[config.mk]
export PLATFORM = sky130hd
export DESIGN_NAME = frame_sequencer_loop_modes_top
export DESIGN_NICKNAME = d
export VERILOG_FILES = /design/src/rtl/fseq_pkg.sv /design/src/rtl/frame_sequencer_loop_modes_top.sv /design/src/rtl/fseq_front.sv /design/src/rtl/fseq_div.sv /design/src/rtl/fseq_back.sv
export SDC_FILE = /design/constraint.sdc
export NUM_CORES = 1
export LEC_CHECK = 0
export ABC_AREA = 1
export BUFFER_PORTS_ARGS = -buffer_cell sky130_fd_sc_hd__buf_4
export CORE_ASPECT_RATIO = 1.4
export CORE_MARGIN = 2
export CORE_UTILIZATION = 36
export CTS_CLUSTER_DIAMETER = 60
export DETAILED_ROUTE_END_ITERATION = 6
export PLACE_DENSITY_LB_ADDON = 0.3
export SLEW_MARGIN = 15
export SYNTH_ARGS = -nofsm -noshare
export SYNTH_HDL_FRONTEND = slang
export SYNTH_SLANG_ARGS = --single-unit
[constraint.sdc]
create_clock -name clock -period 12.5 [get_ports clock]
set_input_delay 2.5 -clock clock [delete_from_list [all_inputs] [get_ports clock]]
set_output_delay 2.5 -clock clock [all_outputs]
set_load 0.05 [all_outputs]
[src/rtl/fseq_pkg.sv]
package fseq_pkg;

   localparam int MAX_FRAMES  = 1024;
   localparam int FRAME_LIMIT = (MAX_FRAMES < 1024) ? MAX_FRAMES : 1024;

   localparam int QUEUE_DEPTH = 2;
   localparam int QPTR_W      = 1;
   localparam int QCNT_W      = 2;

   localparam int DIV_W       = 32;
   localparam int DIV_CNT_W   = 5;

   // operation codes
   localparam logic [1:0] OP_TICK       = 2'd0;
   localparam logic [1:0] OP_SET_FRAME  = 2'd1;
   localparam logic [1:0] OP_SET_PERIOD = 2'd2;

   // loop modes
   localparam logic [1:0] LOOP_WRAP      = 2'd0;
   localparam logic [1:0] LOOP_PINGPONG  = 2'd1;
   localparam logic [1:0] LOOP_PP_STOP   = 2'd2;
   localparam logic [1:0] LOOP_STOP_END  = 2'd3;

   // motion codes
   localparam logic [1:0] MOTION_FWD     = 2'd0;
   localparam logic [1:0] MOTION_BWD     = 2'd1;
   localparam logic [1:0] MOTION_STOPPED = 2'd2;

   // register indexes
   localparam logic CSR_FRAME_COUNT = 1'b0;
   localparam logic CSR_LOOP_MODE   = 1'b1;

   typedef enum logic [1:0] {
      KIND_TICK       = 2'd0,
      KIND_SET_FRAME  = 2'd1,
      KIND_SET_PERIOD = 2'd2,
      KIND_NOP        = 2'd3
   } kind_type;

   typedef struct packed {
      logic [1:0]         operation;
      logic [15:0]        elapsed_ms;
      logic [9:0]         frame_number;
      logic signed [15:0] period_ms;
   } req_type;

   typedef struct packed {
      logic [9:0] frame_index;
      logic [1:0] motion;
   } rsp_type;

   typedef struct packed {
      kind_type    kind;
      logic [15:0] elapsed_ms;
      logic [9:0]  frame_number;
      logic [15:0] period_ms;
   } cmd_type;

endpackage

[src/rtl/frame_sequencer_loop_modes_top.sv]
// Animation frame sequencer. Each accepted word (tick, set frame, set period) returns one
// word with the frame index and motion after it. Words go into a two-entry queue and are
// executed one at a time. Set frame, set period, and a tick that makes no frame step do not
// use the divider; a tick that steps runs the shared one-bit-per-cycle 32-bit divider, and in
// wrap mode runs it twice over (first the step count, then that step count modulo
// the frame count). Registers: index 0 frame count (11 bits, zero reads as one, saturates
// at 1024), index 1 loop mode (0 wrap, 1 ping-pong, 2 ping-pong stopping at the first
// frame, 3 stop at either end). Write registers only while no word is in flight.
module frame_sequencer_loop_modes_top (
   input  logic              clock,
   input  logic              reset,
   input  logic              csr_wr_en,
   input  logic              csr_index,
   input  logic [10:0]       csr_wdata,
   input  logic              req_valid,
   output logic              req_stall,
   input  fseq_pkg::req_type req_data,
   output logic              rsp_valid,
   input  logic              rsp_stall,
   output fseq_pkg::rsp_type rsp_data
);
   import fseq_pkg::*;

   logic    q_valid;
   logic    q_pop;
   cmd_type q_data;

   fseq_front u_front (
      .clock     (clock),
      .reset     (reset),
      .req_valid (req_valid),
      .req_stall (req_stall),
      .req_data  (req_data),
      .q_valid   (q_valid),
      .q_pop     (q_pop),
      .q_data    (q_data)
   );

   fseq_back u_back (
      .clock     (clock),
      .reset     (reset),
      .csr_wr_en (csr_wr_en),
      .csr_index (csr_index),
      .csr_wdata (csr_wdata),
      .q_valid   (q_valid),
      .q_pop     (q_pop),
      .q_data    (q_data),
      .rsp_valid (rsp_valid),
      .rsp_stall (rsp_stall),
      .rsp_data  (rsp_data)
   );

endmodule

[src/rtl/fseq_front.sv]
module fseq_front (
   input  logic              clock,
   input  logic              reset,
   input  logic              req_valid,
   output logic              req_stall,
   input  fseq_pkg::req_type req_data,
   output logic              q_valid,
   input  logic              q_pop,
   output fseq_pkg::cmd_type q_data
);
   import fseq_pkg::*;

   logic [QCNT_W-1:0] count_ff, count_in;
   logic [QPTR_W-1:0] wr_ptr_ff, wr_ptr_in;
   logic [QPTR_W-1:0] rd_ptr_ff, rd_ptr_in;
   cmd_type           entry_ff [QUEUE_DEPTH];
   cmd_type           cmd;
   logic              push;
   logic              pop;

   always_comb begin
      case (req_data.operation)
         OP_TICK:       cmd.kind = KIND_TICK;
         OP_SET_FRAME:  cmd.kind = KIND_SET_FRAME;
         OP_SET_PERIOD: cmd.kind = KIND_SET_PERIOD;
         default:       cmd.kind = KIND_NOP;
      endcase
      cmd.elapsed_ms   = req_data.elapsed_ms;
      cmd.frame_number = req_data.frame_number;
      cmd.period_ms    = req_data.period_ms;
   end

   assign req_stall = (count_ff == QCNT_W'(QUEUE_DEPTH));
   assign push      = req_valid && !req_stall;
   assign q_valid   = (count_ff != '0);
   assign pop       = q_pop && q_valid;
   assign q_data    = entry_ff[rd_ptr_ff];

   always_comb begin
      wr_ptr_in = push ? wr_ptr_ff + 1'b1 : wr_ptr_ff;
      rd_ptr_in = pop ? rd_ptr_ff + 1'b1 : rd_ptr_ff;
      count_in  = count_ff;
      if (push && !pop) begin
         count_in = count_ff + 1'b1;
      end else if (pop && !push) begin
         count_in = count_ff - 1'b1;
      end
   end

   always_ff @(posedge clock) begin
      if (reset) begin
         count_ff  <= '0;
         wr_ptr_ff <= '0;
         rd_ptr_ff <= '0;
      end else begin
         count_ff  <= count_in;
         wr_ptr_ff <= wr_ptr_in;
         rd_ptr_ff <= rd_ptr_in;
      end
   end

   always_ff @(posedge clock) begin
      if (push) begin
         entry_ff[wr_ptr_ff] <= cmd;
      end
   end

endmodule

[src/rtl/fseq_div.sv]
module fseq_div (
   input  logic                       clock,
   input  logic                       reset,
   input  logic                       start,
   input  logic [fseq_pkg::DIV_W-1:0] dividend,
   input  logic [fseq_pkg::DIV_W-1:0] divisor,
   output logic                       done,
   output logic [fseq_pkg::DIV_W-1:0] quotient,
   output logic [fseq_pkg::DIV_W-1:0] remainder
);
   import fseq_pkg::*;

   logic [DIV_W-1:0]     quo_ff, quo_in;
   logic [DIV_W-1:0]     rem_ff, rem_in;
   logic [DIV_W-1:0]     dvs_ff, dvs_in;
   logic [DIV_CNT_W-1:0] cnt_ff, cnt_in;
   logic                 busy_ff, busy_in;
   logic                 done_ff, done_in;
   logic [DIV_W:0]       trial;
   logic [DIV_W:0]       diff;

   // restoring division, one quotient bit per cycle
   assign trial = {rem_ff, quo_ff[DIV_W-1]};
   assign diff  = trial - {1'b0, dvs_ff};

   always_comb begin
      quo_in  = quo_ff;
      rem_in  = rem_ff;
      dvs_in  = dvs_ff;
      cnt_in  = cnt_ff;
      busy_in = busy_ff;
      done_in = 1'b0;
      if (start) begin
         quo_in  = dividend;
         rem_in  = '0;
         dvs_in  = divisor;
         cnt_in  = '0;
         busy_in = 1'b1;
      end else if (busy_ff) begin
         if (!diff[DIV_W]) begin
            rem_in = diff[DIV_W-1:0];
            quo_in = {quo_ff[DIV_W-2:0], 1'b1};
         end else begin
            rem_in = trial[DIV_W-1:0];
            quo_in = {quo_ff[DIV_W-2:0], 1'b0};
         end
         cnt_in = cnt_ff + 1'b1;
         if (cnt_ff == DIV_CNT_W'(DIV_W - 1)) begin
            busy_in = 1'b0;
            done_in = 1'b1;
         end
      end
   end

   always_ff @(posedge clock) begin
      if (reset) begin
         busy_ff <= 1'b0;
         done_ff <= 1'b0;
         cnt_ff  <= '0;
      end else begin
         busy_ff <= busy_in;
         done_ff <= done_in;
         cnt_ff  <= cnt_in;
      end
   end

   always_ff @(posedge clock) begin
      quo_ff <= quo_in;
      rem_ff <= rem_in;
      dvs_ff <= dvs_in;
   end

   assign done      = done_ff;
   assign quotient  = quo_ff;
   assign remainder = rem_ff;

endmodule

[src/rtl/fseq_back.sv]
module fseq_back (
   input  logic              clock,
   input  logic              reset,
   input  logic              csr_wr_en,
   input  logic              csr_index,
   input  logic [10:0]       csr_wdata,
   input  logic              q_valid,
   output logic              q_pop,
   input  fseq_pkg::cmd_type q_data,
   output logic              rsp_valid,
   input  logic              rsp_stall,
   output fseq_pkg::rsp_type rsp_data
);
   import fseq_pkg::*;

   typedef enum logic [4:0] {
      ST_IDLE  = 5'b00001,
      ST_EXEC  = 5'b00010,
      ST_DIVK  = 5'b00100,
      ST_DIVS  = 5'b01000,
      ST_REPLY = 5'b10000
   } state_type;

   state_type   state_ff, state_in;
   logic [10:0] frame_count_ff;
   logic [1:0]  loop_mode_ff;
   logic [9:0]  frame_ff, frame_in;
   logic [15:0] period_ff, period_in;
   logic [31:0] acc_ff, acc_in;
   cmd_type     work_ff, work_in;
   logic        rsp_valid_ff, rsp_valid_in;
   rsp_type     rsp_data_ff, rsp_data_in;

   logic [10:0]      eff_n;
   logic [9:0]       last_frame;
   logic [9:0]       clamped_frame;
   logic [32:0]      acc_sum;
   logic [31:0]      acc_sat;
   logic [16:0]      mag;
   logic             fwd;
   logic             stopped;
   logic [15:0]      reversed;
   logic [10:0]      to_end;
   logic [9:0]       step_s;
   logic [10:0]      wrap_sum;
   logic [10:0]      wrap_frame;
   logic [1:0]       motion;
   logic             div_start;
   logic [DIV_W-1:0] div_dividend;
   logic [DIV_W-1:0] div_divisor;
   logic             div_done;
   logic [DIV_W-1:0] div_quo;
   logic [DIV_W-1:0] div_rem;
   logic             out_free;

   fseq_div u_div (
      .clock     (clock),
      .reset     (reset),
      .start     (div_start),
      .dividend  (div_dividend),
      .divisor   (div_divisor),
      .done      (div_done),
      .quotient  (div_quo),
      .remainder (div_rem)
   );

   // effective frame count: zero reads as one, large values saturate
   always_comb begin
      if (frame_count_ff == '0) begin
         eff_n = 11'd1;
      end else if (frame_count_ff > 11'(FRAME_LIMIT)) begin
         eff_n = 11'(FRAME_LIMIT);
      end else begin
         eff_n = frame_count_ff;
      end
   end

   assign last_frame    = 10'(eff_n - 11'd1);
   assign clamped_frame = ({1'b0, frame_ff} >= eff_n) ? last_frame : frame_ff;
   assign acc_sum       = {1'b0, acc_ff} + {17'd0, work_ff.elapsed_ms};
   assign acc_sat       = acc_sum[32] ? '1 : acc_sum[31:0];
   assign stopped       = (period_ff == '0);
   assign fwd           = !period_ff[15] && !stopped;
   assign mag           = period_ff[15] ? 17'd0 - {1'b1, period_ff} : {1'b0, period_ff};
   assign reversed      = (period_ff == 16'h8000) ? 16'h7fff : 16'd0 - period_ff;
   assign to_end        = fwd ? eff_n - {1'b0, frame_ff} : {1'b0, frame_ff} + 11'd1;
   assign step_s        = div_rem[9:0];
   assign wrap_sum      = fwd ? {1'b0, frame_ff} + {1'b0, step_s}
                              : {1'b0, frame_ff} + eff_n - {1'b0, step_s};
   assign wrap_frame    = (wrap_sum >= eff_n) ? wrap_sum - eff_n : wrap_sum;
   assign out_free      = !rsp_valid_ff || !rsp_stall;

   always_comb begin
      if (stopped) begin
         motion = MOTION_STOPPED;
      end else if (period_ff[15]) begin
         motion = MOTION_BWD;
      end else begin
         motion = MOTION_FWD;
      end
   end

   always_comb begin
      state_in     = state_ff;
      frame_in     = frame_ff;
      period_in    = period_ff;
      acc_in       = acc_ff;
      work_in      = work_ff;
      rsp_valid_in = rsp_valid_ff && rsp_stall;
      rsp_data_in  = rsp_data_ff;
      q_pop        = 1'b0;
      div_start    = 1'b0;
      div_dividend = acc_sat - 32'd1;
      div_divisor  = {15'd0, mag};
      case (state_ff)
         ST_IDLE: begin
            if (q_valid) begin
               q_pop    = 1'b1;
               work_in  = q_data;
               state_in = ST_EXEC;
            end
         end
         ST_EXEC: begin
            state_in = ST_REPLY;
            case (work_ff.kind)
               KIND_TICK: begin
                  frame_in = clamped_frame;
                  acc_in   = acc_sat;
                  if (!stopped && acc_sat > {15'd0, mag}) begin
                     div_start = 1'b1;
                     state_in  = ST_DIVK;
                  end
               end
               KIND_SET_FRAME: begin
                  frame_in = ({1'b0, work_ff.frame_number} >= eff_n) ? last_frame
                                                                     : work_ff.frame_number;
               end
               KIND_SET_PERIOD: begin
                  period_in = work_ff.period_ms;
               end
               default: begin
               end
            endcase
         end
         ST_DIVK: begin
            // quotient is the step count, remainder plus one is what stays
            div_dividend = div_quo;
            div_divisor  = {21'd0, eff_n};
            if (div_done) begin
               acc_in = div_rem + 32'd1;
               if (loop_mode_ff == LOOP_WRAP) begin
                  div_start = 1'b1;
                  state_in  = ST_DIVS;
               end else begin
                  state_in = ST_REPLY;
                  if (div_quo < {21'd0, to_end}) begin
                     frame_in = fwd ? frame_ff + div_quo[9:0] : frame_ff - div_quo[9:0];
                  end else begin
                     acc_in = '0;
                     if (fwd) begin
                        frame_in  = last_frame;
                        period_in = (loop_mode_ff == LOOP_STOP_END) ? 16'd0 : reversed;
                     end else begin
                        frame_in  = '0;
                        period_in = (loop_mode_ff == LOOP_PINGPONG) ? reversed : 16'd0;
                     end
                  end
               end
            end
         end
         ST_DIVS: begin
            if (div_done) begin
               frame_in = wrap_frame[9:0];
               state_in = ST_REPLY;
            end
         end
         ST_REPLY: begin
            if (out_free) begin
               rsp_valid_in            = 1'b1;
               rsp_data_in.frame_index = frame_ff;
               rsp_data_in.motion      = motion;
               state_in                = ST_IDLE;
            end
         end
         default: begin
            state_in = ST_IDLE;
         end
      endcase
   end

   always_ff @(posedge clock) begin
      if (reset) begin
         state_ff       <= ST_IDLE;
         frame_ff       <= '0;
         period_ff      <= '0;
         acc_ff         <= '0;
         rsp_valid_ff   <= 1'b0;
         frame_count_ff <= 11'd1;
         loop_mode_ff   <= LOOP_WRAP;
      end else begin
         state_ff     <= state_in;
         frame_ff     <= frame_in;
         period_ff    <= period_in;
         acc_ff       <= acc_in;
         rsp_valid_ff <= rsp_valid_in;
         if (csr_wr_en) begin
            case (csr_index)
               CSR_FRAME_COUNT: frame_count_ff <= csr_wdata;
               CSR_LOOP_MODE:   loop_mode_ff   <= csr_wdata[1:0];
               default: begin
               end
            endcase
         end
      end
   end

   always_ff @(posedge clock) begin
      work_ff     <= work_in;
      rsp_data_ff <= rsp_data_in;
   end

   assign rsp_valid = rsp_valid_ff;
   assign rsp_data  = rsp_data_ff;

endmodule

---- Word-level counts from Yosys, hierarchy flattened ----
Memory sizes are Yosys's and may differ from the RTL's. A register that Yosys moved wholly into a read port is not among the register bits.
Index checks and enable logic that the tools add are counted.
storage, ports and cells
  flip-flop bits (word level) ............. 196
  latch bits .............................. 0
  bits in writable memories ............... 88
  bits in read-only memories .............. 0
  input bits .............................. 61
  output and inout port bits .............. 14
  logic and storage cells ................. 173
  memories kept ........................... 1
memory list
  memory            depth  bits a word  read ports  clocked after memory_dff  write ports  line              text
  u_front.entry_ff  2      44           1           1                         1            fseq_front.sv:16  cmd_type entry_ff [QUEUE_DEPTH];
cells by class
  add/subtract/negate cells ............... 20
  multipliers ............................. 0
  div/mod/pow operators ................... 0
  magnitude comparators ................... 6
  eq/ne operators ......................... 25
  shift-type cells ........................ 0
  mux-type cells .......................... 64
  bitwise logic cells ..................... 2
  reduce and logical (&&, ||, !) cells .... 36
operator list
  kind                                                                  number
  32-bit 2-to-1 mux                                                     9
  16-bit 2-to-1 mux                                                     8
  10-bit 2-to-1 mux                                                     9
  32-bit case mux with 2 select lines                                   1
  11-bit 2-to-1 mux                                                     5
  5-bit 2-to-1 mux                                                      7
  32-bit by 16-bit adder with 33-bit output                             1
  33-bit by 32-bit subtractor with 33-bit output                        1
  32-bit by 1-bit adder with 32-bit output, second input constant       1
  32-bit by 17-bit > comparator with 1-bit output                       1
  32-bit by 11-bit less-than comparator with 1-bit output               1
  16-bit case mux with 2 select lines                                   1
  32-bit by 1-bit subtractor with 32-bit output, second input constant  1
  10-bit case mux with 3 select lines                                   1
  5-bit case mux with 5 select lines                                    1
  10-bit by 11-bit >= comparator with 1-bit output                      2
  11-bit by 10-bit subtractor with 11-bit output                        2
  10-bit case mux with 2 select lines                                   1
  10-bit subtractor                                                     2
  17-bit 2-to-1 mux                                                     1
  1-bit by 17-bit subtractor with 17-bit output, first input constant   1
  16-bit == test, second input constant                                 1
  16-bit zero test                                                      1
  1-bit 2-to-1 mux                                                      16
  other kinds (40)                                                      78

---- Longest topological paths before layout ----
  depth in word-level cells ............... 10
  depth in mapped cells ................... 36
  depth with buffers taken out ............ 35

---- Modules after synthesis ----
From an unflattened synthesis, not the netlist that was laid out.
second synthesis, totals
  cell total of the unflattened synthesis .. 3501
  area, all modules ....................... 24958.9 um^2
modules (own cells, without submodules)
  module      instances  cells each  area each (um^2)  seq. area each (um^2)
  fseq_back   1          2298        14462.6           3223.1
  fseq_div    1          1027        6865.3            2702.6
  fseq_front  1          176         3631.0            2742.6

---- Least setup slack after synthesis ----
OpenSTA, ideal clock, no wires.
  path type ............................... register to register
  start ................................... register u_back.work_ff[26] (netlist name)
  end ..................................... register u_back.u_div.quo_ff[0], in the netlist u_back.u_div.quotient[0], enable pin
  library setup time ...................... 0.466 ns
  arrival time ............................ 5.657 ns
  required time ........................... 12.034 ns
  setup slack ............................. 6.377 ns
  cell stages (with the launch flop) ...... 30
  path buffers ............................ 2
  clock period less this slack ............ 6.123 ns
  cell sequence ........................... edfxtp_1 -> ha_1 -> fa_1 -> nand2_1 -> nand2_1 -> nand3_2 -> nand2_2 -> nand2_2 -> nand2_4 -> nand2_8 -> buf_12 -> inv_6 -> nor2_2 -> inv_1 -> ha_1 -> a21oi_1 -> o21a_1 -> nand2_1 -> nand2_1 -> nand2_1 -> nand2_1 -> nand2_1 -> nand2_1 -> nand2_1 -> nor2_1 -> nand3_2 -> nand3_2 -> nand2_2 -> buf_2 -> o21ai_0
on the way
  longest elaborated chain between the ends .. 9
  elaborated cells on any way between the ends .. 10
  classes of those cells .................. add/sub: 1; order compare: 1; eq/ne: 1; mux: 4; reduce/logical: 3
ends and longest elaborated chain
  what                                                                  line              text
  start: declaration                                                    fseq_back.sv:30   cmd_type work_ff, work_in;
  start signal: assignment                                              fseq_back.sv:218  work_ff <= work_in;
  32-bit by 16-bit adder with 33-bit output *                           fseq_back.sv:80   assign acc_sum = {1'b0, acc_ff} + {17'd0, work_ff.elapsed_ms};
  32-bit 2-to-1 mux *                                                   fseq_back.sv:81   assign acc_sat = acc_sum[32] ? '1 : acc_sum[31:0];
  32-bit by 17-bit > comparator with 1-bit output *                     fseq_back.sv:129  if (!stopped && acc_sat > {15'd0, mag}) begin
  1-bit logical AND *                                                   fseq_back.sv:129
  1-bit 2-to-1 mux *                                                    fseq_back.sv:129
  1-bit 2-to-1 mux *                                                    fseq_back.sv:125  case (work_ff.kind)
  1-bit case mux with 2 select lines *                                  fseq_back.sv:115  case (state_ff)
  2-bit != test (no source line) or 2-bit nonzero test (tied branches)  -
  2-bit AND reduction (no source line) *                                -
  end signal: assignment                                                fseq_div.sv:68    quo_ff <= quo_in;
  end: declaration                                                      fseq_div.sv:13    logic [DIV_W-1:0] quo_ff, quo_in;
Every way passes the cells marked *; elsewhere a longest branch is shown, timed or not.
A chain may end at the register's enable or synchronous reset.

---- Final worst setup path ----
  start ................................... register u_back.frame_count_ff[10]
  end ..................................... register u_back.period_ff[5]
on the way
  longest elaborated chain between the ends .. 8
  elaborated cells on any way between the ends .. 9
  classes of those cells .................. add/sub: 1; order compare: 2; eq/ne: 1; mux: 3; reduce/logical: 2
ends and longest elaborated chain
  what                                                       line              text
  start: declaration                                         fseq_back.sv:25   logic [10:0] frame_count_ff;
  start signal: assignment                                   fseq_back.sv:208  CSR_FRAME_COUNT: frame_count_ff <= csr_wdata;
  11-bit > comparator                                        fseq_back.sv:71   end else if (frame_count_ff > 11'(FRAME_LIMIT)) begin
  11-bit 2-to-1 mux                                          fseq_back.sv:71
  11-bit 2-to-1 mux *                                        fseq_back.sv:69   if (frame_count_ff == '0) begin
  11-bit by 10-bit subtractor with 11-bit output *           fseq_back.sv:86   assign to_end = fwd ? eff_n - {1'b0, frame_ff} : {1'b0, frame_ff} + 11'd1;
  11-bit 2-to-1 mux *                                        fseq_back.sv:86
  32-bit by 11-bit less-than comparator with 1-bit output *  fseq_back.sv:156  if (div_quo < {21'd0, to_end}) begin
  2-bit != test (no source line) *                           -
  5-bit AND reduction (no source line) *                     -
  end signal: assignment                                     fseq_back.sv:203  period_ff <= period_in;
  end: declaration                                           fseq_back.sv:28   logic [15:0] period_ff, period_in;
Marked as above.

==> out/qor.yml <==
run_status:
  run_status: "complete, no violations"
floorplanning:
  floorplan.core_area_um2: 60910
  placement_rows: 107
  initial_core_util_pct: 36.44
  die_outline_area_um2: 63690
  io-pin-count: 75
  die-width_um: 213.9
  die_height_um: 297.8
routing:
  route.antenna.remaining_nets: 0
  dr.max_layer_used: "met5"
  wl_per_cell_um: 18.74
  initial_drt_pass_iterations: 6
  wl_um: 73310
  drt_iter0_markers: 1572
  m1WireLength_um: 28350
  wl_met3_um: 3980
  route.detailed.vias_per_inst: 5.194
  route.vias.total: 20315
  drc: 0
  route.met2.wl_um: 35050
timing:
  final_cycle_utilization_of_the_critical_path_pct: 47.52
  fmax_mhz: 168.3
  timing_worst_slew_pin_value_ns: 1.121
  fin_skew_ns: 0.02667
  finalSetupTns_ns: 0
  worst_slew_margin_rel_pct: 25.23
  slew_viol_final: 0
  final_period_minus_worst_setup_slack_ns: 5.940
  post-route-worst-setup-slack_ns: 6.560
  finalSetupViolations: 0
  rsz0062_at_grt: "no"
  final_hold_viol_count: 0
critical_path:
  crit_slowest_cell: "sky130_fd_sc_hd__dfxtp_1"
  timing.critical_path.slowest_cell_delay_ns: 0.63
  critical_path.most_common_cell: "sky130_fd_sc_hd__nand2_1"
  crit_fanout: 33
  r2r_start: "u_back.frame_count_ff[10]"
  cp.buffers_inverters: 2
  timing.critical_path.required_ns: 12.96
  critPathArrivalTime_ns: 6.40
  critical_path_cell_by_cell: "nand2_1 > nand2_1 > inv_1 > ha_1 > a21oi_1 > nor2_1 > a211oi_1 > nand2_1 > and2_1 > o21ai_0 > nand2_1 > or2_2 > a21oi_1 > ha_1 > a21oi_1 > o211ai_1 > nor4_1 > nand3_1 > nand2_1 > buf_4 > nor2_2 > nand2_1 > a21oi_1"
  critical_path.startpoint: "u_back.frame_count_ff[10]"
  setup.worst_path.class: "flop to flop"
  end_kind: "flop"
  critPathTopFamily: "simple AND/OR/NAND/NOR gates"
  startpoint_type: "flop"
grt:
  grt_antenna_before_repair: 2
  overflow: 0
  first_global_vias: 19876
  global_route.usage.total_pct: 23.22
  first_pass_grt_wire_length_um: 112800
  grt_max_degree: 61
synth:
  post_synth.cell_area_avg_um2: 7.360
  yosys.cell_types.count: 56
  postSynthNetCount: 3224
  post-synth-top-count-cell: "sky130_fd_sc_hd__nand2_1"
  synth.cells.most_frequent: "sky130_fd_sc_hd__nand2_1 (837), sky130_fd_sc_hd__inv_1 (360), sky130_fd_sc_hd__nor2_1 (255), sky130_fd_sc_hd__o21ai_0 (214), sky130_fd_sc_hd__a21oi_1 (205)"
  synth_cells: 3016
  netlist_top_cells_area: "sky130_fd_sc_hd__edfxtp_1 (26%), sky130_fd_sc_hd__nand2_1 (14%), sky130_fd_sc_hd__dfxtp_1 (11%), sky130_fd_sc_hd__ha_1 (7.4%), sky130_fd_sc_hd__inv_1 (6.1%)"
  synth_async_sr_flop_share_pct: 0
  synth_ff_type: "sky130_fd_sc_hd__edfxtp_1"
  ys_warn_count: 0
  synth_top_area_share_pct: 26.11
  synth_seq_cells: 313
  yosysSeqAreaShare_pct: 36.93
  synth_enable_flop_cells: 193
  synth_area_um2: 22200
  synth_top_cell_by_area: "sky130_fd_sc_hd__edfxtp_1"
power:
  static-leakage-power_nw: 11.04
  power.density_cell_area_nw_per_um2: 261.8
  vdd.ir_drop.worst_uv: 129.7
layout:
  antenna_cells_inserted: 0
  synthToLayoutAreaGrowth_pct: 12.19
  final_nets: 3272
  final_layout_size_suffix_gt1_share_pct: 8.824
cts:
  cts_tree: "yes"
  ctsRootBufferMaster: "sky130_fd_sc_hd__clkbuf_16"
  clock_insertion_delay_worst_skew_ns: 0.59
  cts_buffers: 38
  post_cts_hold_buffer_count: 0
  resized_gates_after_cts: 0
  clock_sinks: 313
  cts_setup_buffers: 0
  h-tree-depth: 2
  ctsLongestPathBuffers: 3
  clk_transition_reported_paths_ns: 0.06
flow_run:
  max-cap-violations: 0
place:
  hpwl_um: 57050
  pre_cts_slack_ns: 6.664
  buffer_ports.inserted: 74
  routabilityCongestion: 1.011
hold_path:
  hold_class: "flop to flop"
  timing.hold.worst.start: "u_back.u_div.cnt_ff[4]"
==> kinds of logic (layout without fill, tap and decap cells) <==
family,count (synthesis),after routing,synth area share (%)
AND/OR/NAND/NOR,1422,1422,27.43
AO/OA/AOI/OAI,544,544,13.65
buffers and inverters,463,541,8.184
flip-flops,313,313,36.93
adder cells (fa/ha/maj),147,147,8.827
XOR/XNOR,123,123,4.853
other,2,2,0.03383
multiplexers,2,2,0.09019
==> worst register-to-register path: stages (launching register included) <==
cell and delay [ns]:
sky130_fd_sc_hd__dfxtp_1 0.63, sky130_fd_sc_hd__nand2_1 0.26, sky130_fd_sc_hd__nand2_1 0.39, sky130_fd_sc_hd__inv_1 0.16, sky130_fd_sc_hd__ha_1 0.37, sky130_fd_sc_hd__a21oi_1 0.24
sky130_fd_sc_hd__nor2_1 0.07, sky130_fd_sc_hd__a211oi_1 0.27, sky130_fd_sc_hd__nand2_1 0.13, sky130_fd_sc_hd__and2_1 0.17, sky130_fd_sc_hd__o21ai_0 0.15, sky130_fd_sc_hd__nand2_1 0.08
sky130_fd_sc_hd__or2_2 0.27, sky130_fd_sc_hd__a21oi_1 0.17, sky130_fd_sc_hd__ha_1 0.27, sky130_fd_sc_hd__a21oi_1 0.14, sky130_fd_sc_hd__o211ai_1 0.09, sky130_fd_sc_hd__nor4_1 0.61
sky130_fd_sc_hd__nand3_1 0.44, sky130_fd_sc_hd__nand2_1 0.16, sky130_fd_sc_hd__buf_4 0.36, sky130_fd_sc_hd__nor2_2 0.23, sky130_fd_sc_hd__nand2_1 0.11, sky130_fd_sc_hd__a21oi_1 0.06
==> final cells by class <==
class                   count  area, um^2
clock inverters            22       306.5
multi-input cells        2240       12230
clock buffers              48        1008
repair buffers             98       735.7
inverters                 373        1405
well taps                 817        1022
fillers                  6303       36010
flip-flops and latches    313        8198
==> flip-flops by register name, summed over array words and instances, names as in the netlist, 2 cells and up <==
signal and count:
u_back.loop_mode_ff 2, u_back.frame_ff 10, u_back.frame_count_ff 11, u_back.state_ff 5, u_front.count_ff 2, u_back.period_ff 16
u_front.entry_ff 88, u_back.u_div.quotient 32, u_back.u_div.remainder 32, u_back.rsp_data 12, u_back.u_div.dvs_ff 17, u_back.work_ff 44
u_back.u_div.cnt_ff 5, u_back.acc_ff 32
==> per-stage QoR <==
| stage | cell area [um^2] | utilization, % | total power [mW] | cells | hold WS (ns) |
|---|---|---|---|---|---|
| after floorplan | 22200 | - | 4.234 | 3016 | 0.4435 |
| after global placement | 23590 | 38.73 | 5.294 | 3841 | 0.4559 |
| after detailed placement | 23590 | 38.73 | 5.289 | 3841 | 0.4679 |
| after CTS | 24910 | 40.89 | 6.485 | 3911 | 0.4772 |
| after global routing | 24910 | 40.89 | 7.057 | 3911 | 0.5011 |
| final | 24910 | 40.89 | 6.519 | 3911 | 0.4740 |
==> power breakdown <==
group	leakage [nW]	internal [mW]	switching, mW
sequential	2.77	1.37	0.265
combinational	7.62	1.24	2.48
clock	0.643	0.690	0.479
total	11.0	3.30	3.22
==> worst paths after layout <==
check	to	slack (ns)	depth (start not counted)
hold reg to reg	u_back.u_div.cnt_ff[4]	0.47	2
setup reg to reg	u_back.period_ff[5]	6.56	23
setup / recovery	u_back.period_ff[5]	6.56	23
hold / removal	u_back.u_div.cnt_ff[4]	0.47	2
==> routing by layer <==
metal	vias up	global-route usage [%]
met2	728	39.29
li1	10087	-
met3	267	3.215
met5	-	0
met1	9231	26.69
met4	2	16.48
==> cells in the final DEF (no fill, tap or decap), types with 30 or more instances in the layout <==
cell and n:
sky130_fd_sc_hd__a21oi_1 204, sky130_fd_sc_hd__a21oi_2 35, sky130_fd_sc_hd__buf_4 98, sky130_fd_sc_hd__clkbuf_16 38, sky130_fd_sc_hd__dfxtp_1 120, sky130_fd_sc_hd__edfxtp_1 193, sky130_fd_sc_hd__ha_1 131, sky130_fd_sc_hd__inv_1 359
sky130_fd_sc_hd__nand2_1 837, sky130_fd_sc_hd__nand3_1 141, sky130_fd_sc_hd__nand4_1 49, sky130_fd_sc_hd__nor2_1 252, sky130_fd_sc_hd__nor3_1 39, sky130_fd_sc_hd__o211ai_1 31, sky130_fd_sc_hd__o21ai_0 213, sky130_fd_sc_hd__xnor2_1 30
sky130_fd_sc_hd__xor2_1 93
Power figures use the tool's default switching activity.
